$ cat src/design/cmaa_pkg.sv
package cmaa_pkg;

    // Sizes of the fields and of the window
    localparam int MAX_HALF_WIDTH = 15;
    localparam int COUNT_WIDTH    = 16;
    localparam int SAMPLE_W       = 10;
    localparam int HW_W           = 4;
    localparam int LEVEL_W        = 10;
    localparam int CFG_IDX_W      = 2;
    localparam int CFG_DATA_W     = 10;
    localparam int HIST_DEPTH     = 2 * MAX_HALF_WIDTH + 1;
    localparam int PTR_W          = $clog2(HIST_DEPTH);
    localparam int CNT_W          = $clog2(HIST_DEPTH + 1);
    localparam int SUM_W          = $clog2(HIST_DEPTH * ((1 << SAMPLE_W) - 1) + 1);
    localparam int PROD_W         = LEVEL_W + CNT_W;
    localparam int CMP_W          = (SUM_W > PROD_W) ? SUM_W : PROD_W;
    localparam int STEP_W         = $clog2(SUM_W + 1);

    // Register indexes
    localparam logic [CFG_IDX_W-1:0] REG_HALF_WIDTH  = CFG_IDX_W'(0);
    localparam logic [CFG_IDX_W-1:0] REG_ALERT_LEVEL = CFG_IDX_W'(1);

    // Register reset values
    localparam logic [HW_W-1:0]    HALF_WIDTH_RST  = HW_W'(1);
    localparam logic [LEVEL_W-1:0] ALERT_LEVEL_RST = LEVEL_W'(500);

    // Commands from the controller to the datapath
    typedef struct packed {
        logic accept;     // take the input transfer
        logic start_res;  // set up the window of the next result
        logic rd_issue;   // read one history entry
        logic accum;      // add the read entry to the sum
        logic div_start;  // launch the division and the alert compare
        logic load_out;   // move the result into the output register
    } cmaa_cmd_t;

    // Status from the datapath to the controller
    typedef struct packed {
        logic no_result;  // item leaves its window incomplete
        logic last_elem;  // current entry is the oldest of the window
        logic div_busy;   // divider still running
        logic out_free;   // output register can take a result
        logic final_res;  // current result is the last one of the item
    } cmaa_stat_t;

endpackage

$ cat src/design/cmaa_div.sv
module cmaa_div
    import cmaa_pkg::*;
(
    input  logic             aclk,
    input  logic             aresetn,
    input  logic             start,
    input  logic [SUM_W-1:0] dividend,
    input  logic [CNT_W-1:0] divisor,
    output logic             busy,
    output logic [SUM_W-1:0] quotient
);

    logic [SUM_W-1:0]  quo_reg, quo_next;
    logic [CNT_W-1:0]  rem_reg, rem_next;
    logic [CNT_W-1:0]  dvs_reg;
    logic [STEP_W-1:0] step_reg, step_next;
    logic              busy_reg, busy_next;
    logic [CNT_W:0]    rem_shift;
    logic [CNT_W:0]    rem_diff;
    logic              fits;

    // One restoring step: shift in the next dividend bit, subtract if it fits
    always_comb begin
        rem_shift = {rem_reg, quo_reg[SUM_W-1]};
        rem_diff  = rem_shift - {1'b0, dvs_reg};
        fits      = (rem_shift >= {1'b0, dvs_reg});
        quo_next  = {quo_reg[SUM_W-2:0], fits};
        rem_next  = fits ? rem_diff[CNT_W-1:0] : rem_shift[CNT_W-1:0];
        step_next = step_reg - STEP_W'(1);
        busy_next = (step_reg != STEP_W'(1));
    end

    // Hold the busy flag and the step count
    always_ff @(posedge aclk) begin
        if (!aresetn) begin
            busy_reg <= 1'b0;
            step_reg <= '0;
        end else if (start) begin
            busy_reg <= 1'b1;
            step_reg <= STEP_W'(SUM_W);
        end else if (busy_reg) begin
            busy_reg <= busy_next;
            step_reg <= step_next;
        end
    end

    // Advance the partial remainder and quotient
    always_ff @(posedge aclk) begin
        if (start) begin
            quo_reg <= dividend;
            rem_reg <= '0;
            dvs_reg <= divisor;
        end else if (busy_reg) begin
            quo_reg <= quo_next;
            rem_reg <= rem_next;
        end
    end

    assign busy     = busy_reg;
    assign quotient = quo_reg;

endmodule

$ cat src/design/cmaa_datapath.sv
module cmaa_datapath
    import cmaa_pkg::*;
(
    input  logic                   aclk,
    input  logic                   aresetn,
    input  logic                   cfg_we,
    input  logic [CFG_IDX_W-1:0]   cfg_index,
    input  logic [CFG_DATA_W-1:0]  cfg_data,
    input  logic [SAMPLE_W-1:0]    s_sample,
    input  logic                   s_last_sample,
    input  cmaa_cmd_t              cmd,
    output cmaa_stat_t             stat,
    output logic                   m_valid,
    input  logic                   m_ready,
    output logic [SAMPLE_W-1:0]    m_average,
    output logic                   m_above_alert,
    output logic                   m_end_of_run,
    output logic                   m_end_of_set,
    output logic [COUNT_WIDTH-1:0] m_alert_total
);

    logic [SAMPLE_W-1:0]    hist_mem [HIST_DEPTH];
    logic [SAMPLE_W-1:0]    rd_data_reg;

    logic [HW_W-1:0]        half_width_reg;
    logic [LEVEL_W-1:0]     alert_level_reg;
    logic [PTR_W-1:0]       wr_ptr_reg, wr_ptr_next;
    logic [COUNT_WIDTH-1:0] seen_reg, seen_next;
    logic [COUNT_WIDTH-1:0] alert_cnt_reg, alert_cnt_next;
    logic                   m_valid_reg;

    logic [PTR_W-1:0]       newest_reg;
    logic [COUNT_WIDTH-1:0] idx_reg;
    logic                   last_reg;
    logic [HW_W-1:0]        h_reg;
    logic [HW_W-1:0]        k_reg, k_next;
    logic [PTR_W-1:0]       addr_reg, addr_next;
    logic [PTR_W-1:0]       d_reg;
    logic [PTR_W-1:0]       dmax_reg, dmax_next;
    logic [SUM_W-1:0]       sum_reg;
    logic                   alert_reg;

    logic [PTR_W-1:0]       kh;
    logic [CNT_W-1:0]       win_cnt;
    logic [PROD_W-1:0]      level_prod;
    logic                   div_busy;
    logic [SUM_W-1:0]       quotient;
    logic                   final_res;

    logic [SAMPLE_W-1:0]    avg_reg;
    logic                   above_reg;
    logic                   eor_reg;
    logic                   eos_reg;
    logic [COUNT_WIDTH-1:0] total_reg;

    cmaa_div u_div (
        .aclk     (aclk),
        .aresetn  (aresetn),
        .start    (cmd.div_start),
        .dividend (sum_reg),
        .divisor  (win_cnt),
        .busy     (div_busy),
        .quotient (quotient)
    );

    // Window bounds, counts and pointer steps
    always_comb begin
        wr_ptr_next = (wr_ptr_reg == PTR_W'(HIST_DEPTH - 1)) ? '0 : wr_ptr_reg + PTR_W'(1);
        addr_next   = (addr_reg == '0) ? PTR_W'(HIST_DEPTH - 1) : addr_reg - PTR_W'(1);
        seen_next   = s_last_sample ? '0 :
                      ((seen_reg == '1) ? seen_reg : seen_reg + COUNT_WIDTH'(1));
        // results of a flush start at the oldest complete position
        if (s_last_sample && (seen_reg < COUNT_WIDTH'(half_width_reg)))
            k_next = seen_reg[HW_W-1:0];
        else
            k_next = half_width_reg;
        // window reaches k+h back from the newest sample, cut at the set start
        kh = PTR_W'(k_reg) + PTR_W'(h_reg);
        if (idx_reg < COUNT_WIDTH'(kh))
            dmax_next = idx_reg[PTR_W-1:0];
        else
            dmax_next = kh;
        win_cnt    = CNT_W'(dmax_reg) + CNT_W'(1);
        level_prod = PROD_W'(alert_level_reg) * PROD_W'(win_cnt);
        final_res  = !last_reg || (k_reg == '0);
        alert_cnt_next = (alert_reg && (alert_cnt_reg != '1)) ?
                         alert_cnt_reg + COUNT_WIDTH'(1) : alert_cnt_reg;
    end

    assign stat.no_result = !last_reg && (idx_reg < COUNT_WIDTH'(h_reg));
    assign stat.last_elem = (d_reg == dmax_reg);
    assign stat.div_busy  = div_busy;
    assign stat.out_free  = !m_valid_reg || m_ready;
    assign stat.final_res = final_res;

    // Hold configuration, set counters and the output valid flag
    always_ff @(posedge aclk) begin
        if (!aresetn) begin
            half_width_reg  <= HALF_WIDTH_RST;
            alert_level_reg <= ALERT_LEVEL_RST;
            wr_ptr_reg      <= '0;
            seen_reg        <= '0;
            alert_cnt_reg   <= '0;
            m_valid_reg     <= 1'b0;
        end else begin
            if (cfg_we) begin
                case (cfg_index)
                    REG_HALF_WIDTH:  half_width_reg  <= cfg_data[HW_W-1:0];
                    REG_ALERT_LEVEL: alert_level_reg <= cfg_data[LEVEL_W-1:0];
                    default: ;
                endcase
            end
            if (cmd.accept) begin
                wr_ptr_reg <= wr_ptr_next;
                seen_reg   <= seen_next;
            end
            if (cmd.load_out)
                alert_cnt_reg <= (final_res && last_reg) ? '0 : alert_cnt_next;
            if (cmd.load_out)
                m_valid_reg <= 1'b1;
            else if (m_ready)
                m_valid_reg <= 1'b0;
        end
    end

    // Write the history ring and read one entry
    always_ff @(posedge aclk) begin
        if (cmd.accept)
            hist_mem[wr_ptr_reg] <= s_sample;
        if (cmd.rd_issue)
            rd_data_reg <= hist_mem[addr_reg];
    end

    // Item context, window walk, sum and result payload
    always_ff @(posedge aclk) begin
        if (cmd.accept) begin
            newest_reg <= wr_ptr_reg;
            idx_reg    <= seen_reg;
            last_reg   <= s_last_sample;
            h_reg      <= half_width_reg;
            k_reg      <= k_next;
        end
        if (cmd.start_res) begin
            addr_reg <= newest_reg;
            d_reg    <= '0;
            dmax_reg <= dmax_next;
            sum_reg  <= '0;
        end
        if (cmd.accum) begin
            sum_reg  <= sum_reg + SUM_W'(rd_data_reg);
            d_reg    <= d_reg + PTR_W'(1);
            addr_reg <= addr_next;
        end
        if (cmd.div_start)
            alert_reg <= CMP_W'(sum_reg) > CMP_W'(level_prod);
        if (cmd.load_out) begin
            avg_reg   <= quotient[SAMPLE_W-1:0];
            above_reg <= alert_reg;
            eor_reg   <= final_res;
            eos_reg   <= final_res && last_reg;
            total_reg <= (final_res && last_reg) ? alert_cnt_next : '0;
            if (!final_res)
                k_reg <= k_reg - HW_W'(1);
        end
    end

    assign m_valid       = m_valid_reg;
    assign m_average     = avg_reg;
    assign m_above_alert = above_reg;
    assign m_end_of_run  = eor_reg;
    assign m_end_of_set  = eos_reg;
    assign m_alert_total = total_reg;

endmodule

$ cat src/design/cmaa_ctrl.sv
module cmaa_ctrl
    import cmaa_pkg::*;
(
    input  logic       aclk,
    input  logic       aresetn,
    input  logic       s_valid,
    output logic       s_ready,
    input  cmaa_stat_t stat,
    output cmaa_cmd_t  cmd
);

    typedef enum logic [2:0] {
        ST_IDLE,
        ST_CHECK,
        ST_START,
        ST_READ,
        ST_ADD,
        ST_DIV_GO,
        ST_DIV_WAIT,
        ST_OUT
    } state_t;

    state_t state_reg, state_next;

    // Decode commands and the next state
    always_comb begin
        cmd        = '0;
        state_next = state_reg;
        case (state_reg)
            ST_IDLE: begin
                cmd.accept = s_valid;
                if (s_valid)
                    state_next = ST_CHECK;
            end
            ST_CHECK: begin
                state_next = stat.no_result ? ST_IDLE : ST_START;
            end
            ST_START: begin
                cmd.start_res = 1'b1;
                state_next    = ST_READ;
            end
            ST_READ: begin
                cmd.rd_issue = 1'b1;
                state_next   = ST_ADD;
            end
            ST_ADD: begin
                cmd.accum  = 1'b1;
                state_next = stat.last_elem ? ST_DIV_GO : ST_READ;
            end
            ST_DIV_GO: begin
                cmd.div_start = 1'b1;
                state_next    = ST_DIV_WAIT;
            end
            ST_DIV_WAIT: begin
                if (!stat.div_busy)
                    state_next = ST_OUT;
            end
            ST_OUT: begin
                if (stat.out_free) begin
                    cmd.load_out = 1'b1;
                    state_next   = stat.final_res ? ST_IDLE : ST_START;
                end
            end
            default: begin
                state_next = ST_IDLE;
            end
        endcase
    end

    // Hold the state
    always_ff @(posedge aclk) begin
        if (!aresetn) begin
            state_reg <= ST_IDLE;
        end else begin
            state_reg <= state_next;
        end
    end

    assign s_ready = (state_reg == ST_IDLE);

endmodule

$ cat src/design/centered_moving_average_alert.sv
// Each result sums its window from the history ring, one entry read and then added at a
// time, then runs a restoring divider at one quotient bit per cycle; each item also
// takes a transfer and one window check. An item causes zero, one, or up to 16
// results. A new item is taken once the last result of the previous one is in the
// output register. Synchronous active-low reset clears the controller, counters and
// configuration registers to their defaults; the history ring holds no reset value.
module centered_moving_average_alert
    import cmaa_pkg::*;
(
    input  logic                   aclk,
    input  logic                   aresetn,
    input  logic                   cfg_we,
    input  logic [CFG_IDX_W-1:0]   cfg_index,
    input  logic [CFG_DATA_W-1:0]  cfg_data,
    input  logic                   s_valid,
    output logic                   s_ready,
    input  logic [SAMPLE_W-1:0]    s_sample,
    input  logic                   s_last_sample,
    output logic                   m_valid,
    input  logic                   m_ready,
    output logic [SAMPLE_W-1:0]    m_average,
    output logic                   m_above_alert,
    output logic                   m_end_of_run,
    output logic                   m_end_of_set,
    output logic [COUNT_WIDTH-1:0] m_alert_total
);

    cmaa_cmd_t  cmd;
    cmaa_stat_t stat;

    cmaa_ctrl u_ctrl (
        .aclk    (aclk),
        .aresetn (aresetn),
        .s_valid (s_valid),
        .s_ready (s_ready),
        .stat    (stat),
        .cmd     (cmd)
    );

    cmaa_datapath u_datapath (
        .aclk          (aclk),
        .aresetn       (aresetn),
        .cfg_we        (cfg_we),
        .cfg_index     (cfg_index),
        .cfg_data      (cfg_data),
        .s_sample      (s_sample),
        .s_last_sample (s_last_sample),
        .cmd           (cmd),
        .stat          (stat),
        .m_valid       (m_valid),
        .m_ready       (m_ready),
        .m_average     (m_average),
        .m_above_alert (m_above_alert),
        .m_end_of_run  (m_end_of_run),
        .m_end_of_set  (m_end_of_set),
        .m_alert_total (m_alert_total)
    );

endmodule
$ cat config.mk
export PLATFORM = sky130hd
export DESIGN_NAME = centered_moving_average_alert
export DESIGN_NICKNAME = d
export VERILOG_FILES = /design/src/design/cmaa_pkg.sv /design/src/design/cmaa_div.sv /design/src/design/cmaa_datapath.sv /design/src/design/cmaa_ctrl.sv /design/src/design/centered_moving_average_alert.sv
export SDC_FILE = /design/constraint.sdc
export NUM_CORES = 1
export LEC_CHECK = 0
export BUFFER_PORTS_ARGS = -buffer_cell sky130_fd_sc_hd__clkbuf_2
export CORE_MARGIN = 4
export CORE_UTILIZATION = 52
export CTS_CLUSTER_DIAMETER = 100
export CTS_CLUSTER_SIZE = 10
export DETAILED_ROUTE_END_ITERATION = 6
export GPL_TIMING_DRIVEN = 0
export PLACE_DENSITY = 0.77
export SLEW_MARGIN = 0
export SYNTH_ARGS = -nofsm -noshare
export SYNTH_HDL_FRONTEND = slang
export SYNTH_SLANG_ARGS = --single-unit
$ cat constraint.sdc
create_clock -name aclk -period 7.1 [get_ports aclk]
set_clock_uncertainty 0.2 [all_clocks]
set_input_delay 1.065 -clock aclk [delete_from_list [all_inputs] [get_ports aclk]]
set_output_delay 1.065 -clock aclk [all_outputs]
set_load 0.005 [all_outputs]
==> results.py <==
metrics = {
    "die": {
        "chipHeight_um": 218.5,
        "die-area_um2": 47750,
        "die_x_um": 218.5,
        "std_cell_rows": 76,
        "core_um2": 43460,
        "ios": 59,
        "initial_core_util_pct": 53.03,
    },
    "cells_and_area": {
        "num_antenna_cells": 0,
        "largest_reg_flops": 310,
        "nFillCells": 3348,
        "multi_input_area_um2": 8282,
        "drive_above_1_share_pct": 10.21,
        "largest-register": "u_datapath.hist_mem",
        "seq_area_um2": 14170,
        "final_nets": 1986,
        "final_cell_count_no_fill": 2456,
        "utilization_pct": 58.87,
        "area_growth_pct": 11.02,
    },
    "power_and_ir_drop": {
        "peakVddDrop_mv": 0.3259,
        "leakage_nw": 9.078,
        "power_w": 0.009321,
        "powerDensity_nw_per_um2": 364.3,
    },
    "synth": {
        "seq_area_frac_synth_pct": 61.51,
        "netlist_area_um2": 23040,
        "async_reset_ff_share_pct": 0,
        "netlist_instances": 1737,
        "yosys_warnings": 0,
        "yosys.area.top_type": "edfxtp_1",
        "synthDistinctLibCells": 72,
        "ys_top_cells_by_count": "edfxtp_1 (426), nand2_1 (143), nor2_1 (112), mux2i_1 (83), ha_1 (79)",
        "synth_edf_count": 426,
        "ys.flop_type": "edfxtp_1",
        "syn_area_per_cell_um2": 13.27,
        "synth_top_cell_area_share_pct": 55.51,
        "synth_area_leaders": "edfxtp_1 (56%), dfxtp_1 (6.0%), ha_1 (4.3%)",
        "synthesis.nets": 1871,
        "yosysMostFrequentCell": "edfxtp_1",
        "yosys_register_bits": 495,
    },
    "place": {
        "place_congestion": 0.9998,
        "dp_cells": 2380,
        "place_hpwl_um": 33700,
        "portBuffers": 58,
    },
    "clock_tree": {
        "postCtsResizedCells": 0,
        "path_clk_slew_ps": 60,
        "clkLatencyLatePin_ps": 620,
        "clock-sinks": 495,
        "ctsLongestPathBuffers": 3,
        "ctsHoldBuffers": 0,
        "cts_tree": "yes",
        "postCtsSetupBuffers": 0,
        "h-tree-depth": 2,
        "cts_buffers": 55,
        "cts_root_buffer": "clkbuf_16",
    },
    "drt": {
        "first_pass_iters": 7,
        "wirelength_um": 50140,
        "num_vias": 14710,
        "drc_errors": 0,
        "drt_iter0_drc": 1412,
        "drtAntennaViolNets": 0,
        "viasPerCell": 5.990,
        "wl_per_cell_um": 20.42,
    },
    "timing": {
        "hold_violations": 0,
        "finalSetupTns_ps": 0,
        "finalCriticalPeriod_ps": 6309,
        "holdWs_ps": 254.8,
        "worstMarginPinSlew_ps": 1256,
        "finalCritPeriodShare_pct": 88.86,
        "rsz0062_at_grt": "false",
        "fmax_ghz": 0.1585,
        "drv_slew": 0,
        "setup_violations": 0,
        "slew_headroom_pct": 16.21,
    },
    "setup_path": {
        "critPathArrivalTime_ps": 6450,
        "r2r-start": "u_datapath.dmax_reg[0]$_DFFE_PP_",
        "r2r_end": "u_datapath.alert_reg$_DFFE_PP_",
        "setup.worst_path.start_class": "register",
        "path_max_fanout": 10,
        "ff2ff_path_depth": 20,
        "end_kind": "register",
        "critPathKind": "reg -> reg",
        "required_ps": 7240,
        "reg2reg_slack_ps": 790,
    },
    "grt": {
        "grt_pass1_wl_um": 79340,
        "grt_max_degree": 36,
        "grt_usage_pct": 21.12,
        "antenna_found_initial": 0,
        "grt.overflow.total": 0,
        "first_global_vias": 14450,
    },
    "min_path": {
        "min_path_type": "reg -> reg",
        "worstHoldStart": "u_datapath.u_div.quotient[6]$_DFFE_PP_",
        "hold_depth": 0,
        "min_to": "u_datapath.m_average[6]$_DFFE_PP_",
    },
    "outcome": {
        "status": "completed",
    },
    "run": {
        "maxCapViolations": 0,
    },
}
-- power by group --
group | switching [W] | total, W | leakage, nW | internal, W
Combinational | 0.00197 | 0.00335 | 3.94 | 0.00138
Clock | 0.00108 | 0.00248 | 0.725 | 0.00140
Sequential | 0.000122 | 0.00349 | 4.41 | 0.00337
Total | 0.00317 | 0.00932 | 9.08 | 0.00615
-- layout make-up --
cell class	count	area share, %
clock buffers	72	5.629
flip-flops and latches	495	55.40
repair buffers	58	1.135
multi-input cells	1090	32.37
inverters	80	1.174
plain buffers	72	1.135
well taps	585	2.861
clock inverters	4	0.2983
-- logic make-up after synthesis --
| logic type | after synthesis | share of synthesized area (%) |
|---|---|---|
| xor gates and xnor gates | 57 | 2.166 |
| and+or+nand+nor | 528 | 11.62 |
| adders and majority gates | 106 | 6.635 |
| DFF | 495 | 61.51 |
| buffers and inverters | 152 | 2.557 |
| muxes | 126 | 7.661 |
| AOI/OAI and AO/OA | 273 | 7.857 |
-- layout by cell type (no fill, tap or decap), types with 59 or more instances in the layout --
cell	netlist	final
dfxtp_1	69	69
edfxtp_1	426	426
mux2i_1	83	83
nor2_1	112	112
nand3_1	63	63
nand2_1	143	143
clkbuf_2	0	59
ha_1	79	79
inv_1	76	76
clkbuf_1	47	63
-- critical path: stages, from the launching register on --
cell,delay (ps)
edfxtp_1,480
ha_1,230
nand3_1,100
xnor2_1,260
clkbuf_1,420
nand2_1,160
fa_1,530
fa_1,530
fa_1,560
inv_1,50
ha_1,340
o21a_1,220
a2111oi_0,450
o21bai_1,190
a31oi_1,230
xor2_1,230
ha_1,300
a21oi_1,140
nand2_1,70
a211oi_1,280
a21oi_1,100
-- metal layers --
layer	wire (µm)	vias up	part of all wire (%)	track usage [%]
met4	1996	0	4.0	8.700
li1	-	6733	-	-
met1	21060	7256	42	29.15
met2	23580	610	47	33.60
met5	0	-	0	0
met3	3503	113	7.0	3.560
-- worst max-delay path by stage --
| stage | cells after the start | end | slack [ps] | from |
|---|---|---|---|---|
| 2_1_floorplan | 20 | u_datapath.alert_reg$_DFFE_PP_ | 1660 | u_datapath.dmax_reg[0]$_DFFE_PP_ |
| 3_5_place_dp | 20 | u_datapath.alert_reg$_DFFE_PP_ | 870 | u_datapath.dmax_reg[0]$_DFFE_PP_ |
| 5_1_grt | 20 | u_datapath.alert_reg$_DFFE_PP_ | 390 | u_datapath.dmax_reg[0]$_DFFE_PP_ |
| 6_report | 20 | u_datapath.alert_reg$_DFFE_PP_ | 790 | u_datapath.dmax_reg[0]$_DFFE_PP_ |
| 4_1_cts | 20 | u_datapath.alert_reg$_DFFE_PP_ | 820 | u_datapath.dmax_reg[0]$_DFFE_PP_ |
| 3_3_place_gp | 20 | u_datapath.alert_reg$_DFFE_PP_ | 920 | u_datapath.dmax_reg[0]$_DFFE_PP_ |
-- stage by stage --
step	setup slack (ps)	instance area, µm²
floorplan	1659	23040
global placement	923.9	24070
detailed placement	865.5	24070
CTS	819.3	25580
global route	394.0	25580
finish	791.1	25580
(Power assumes the default switching activity.)
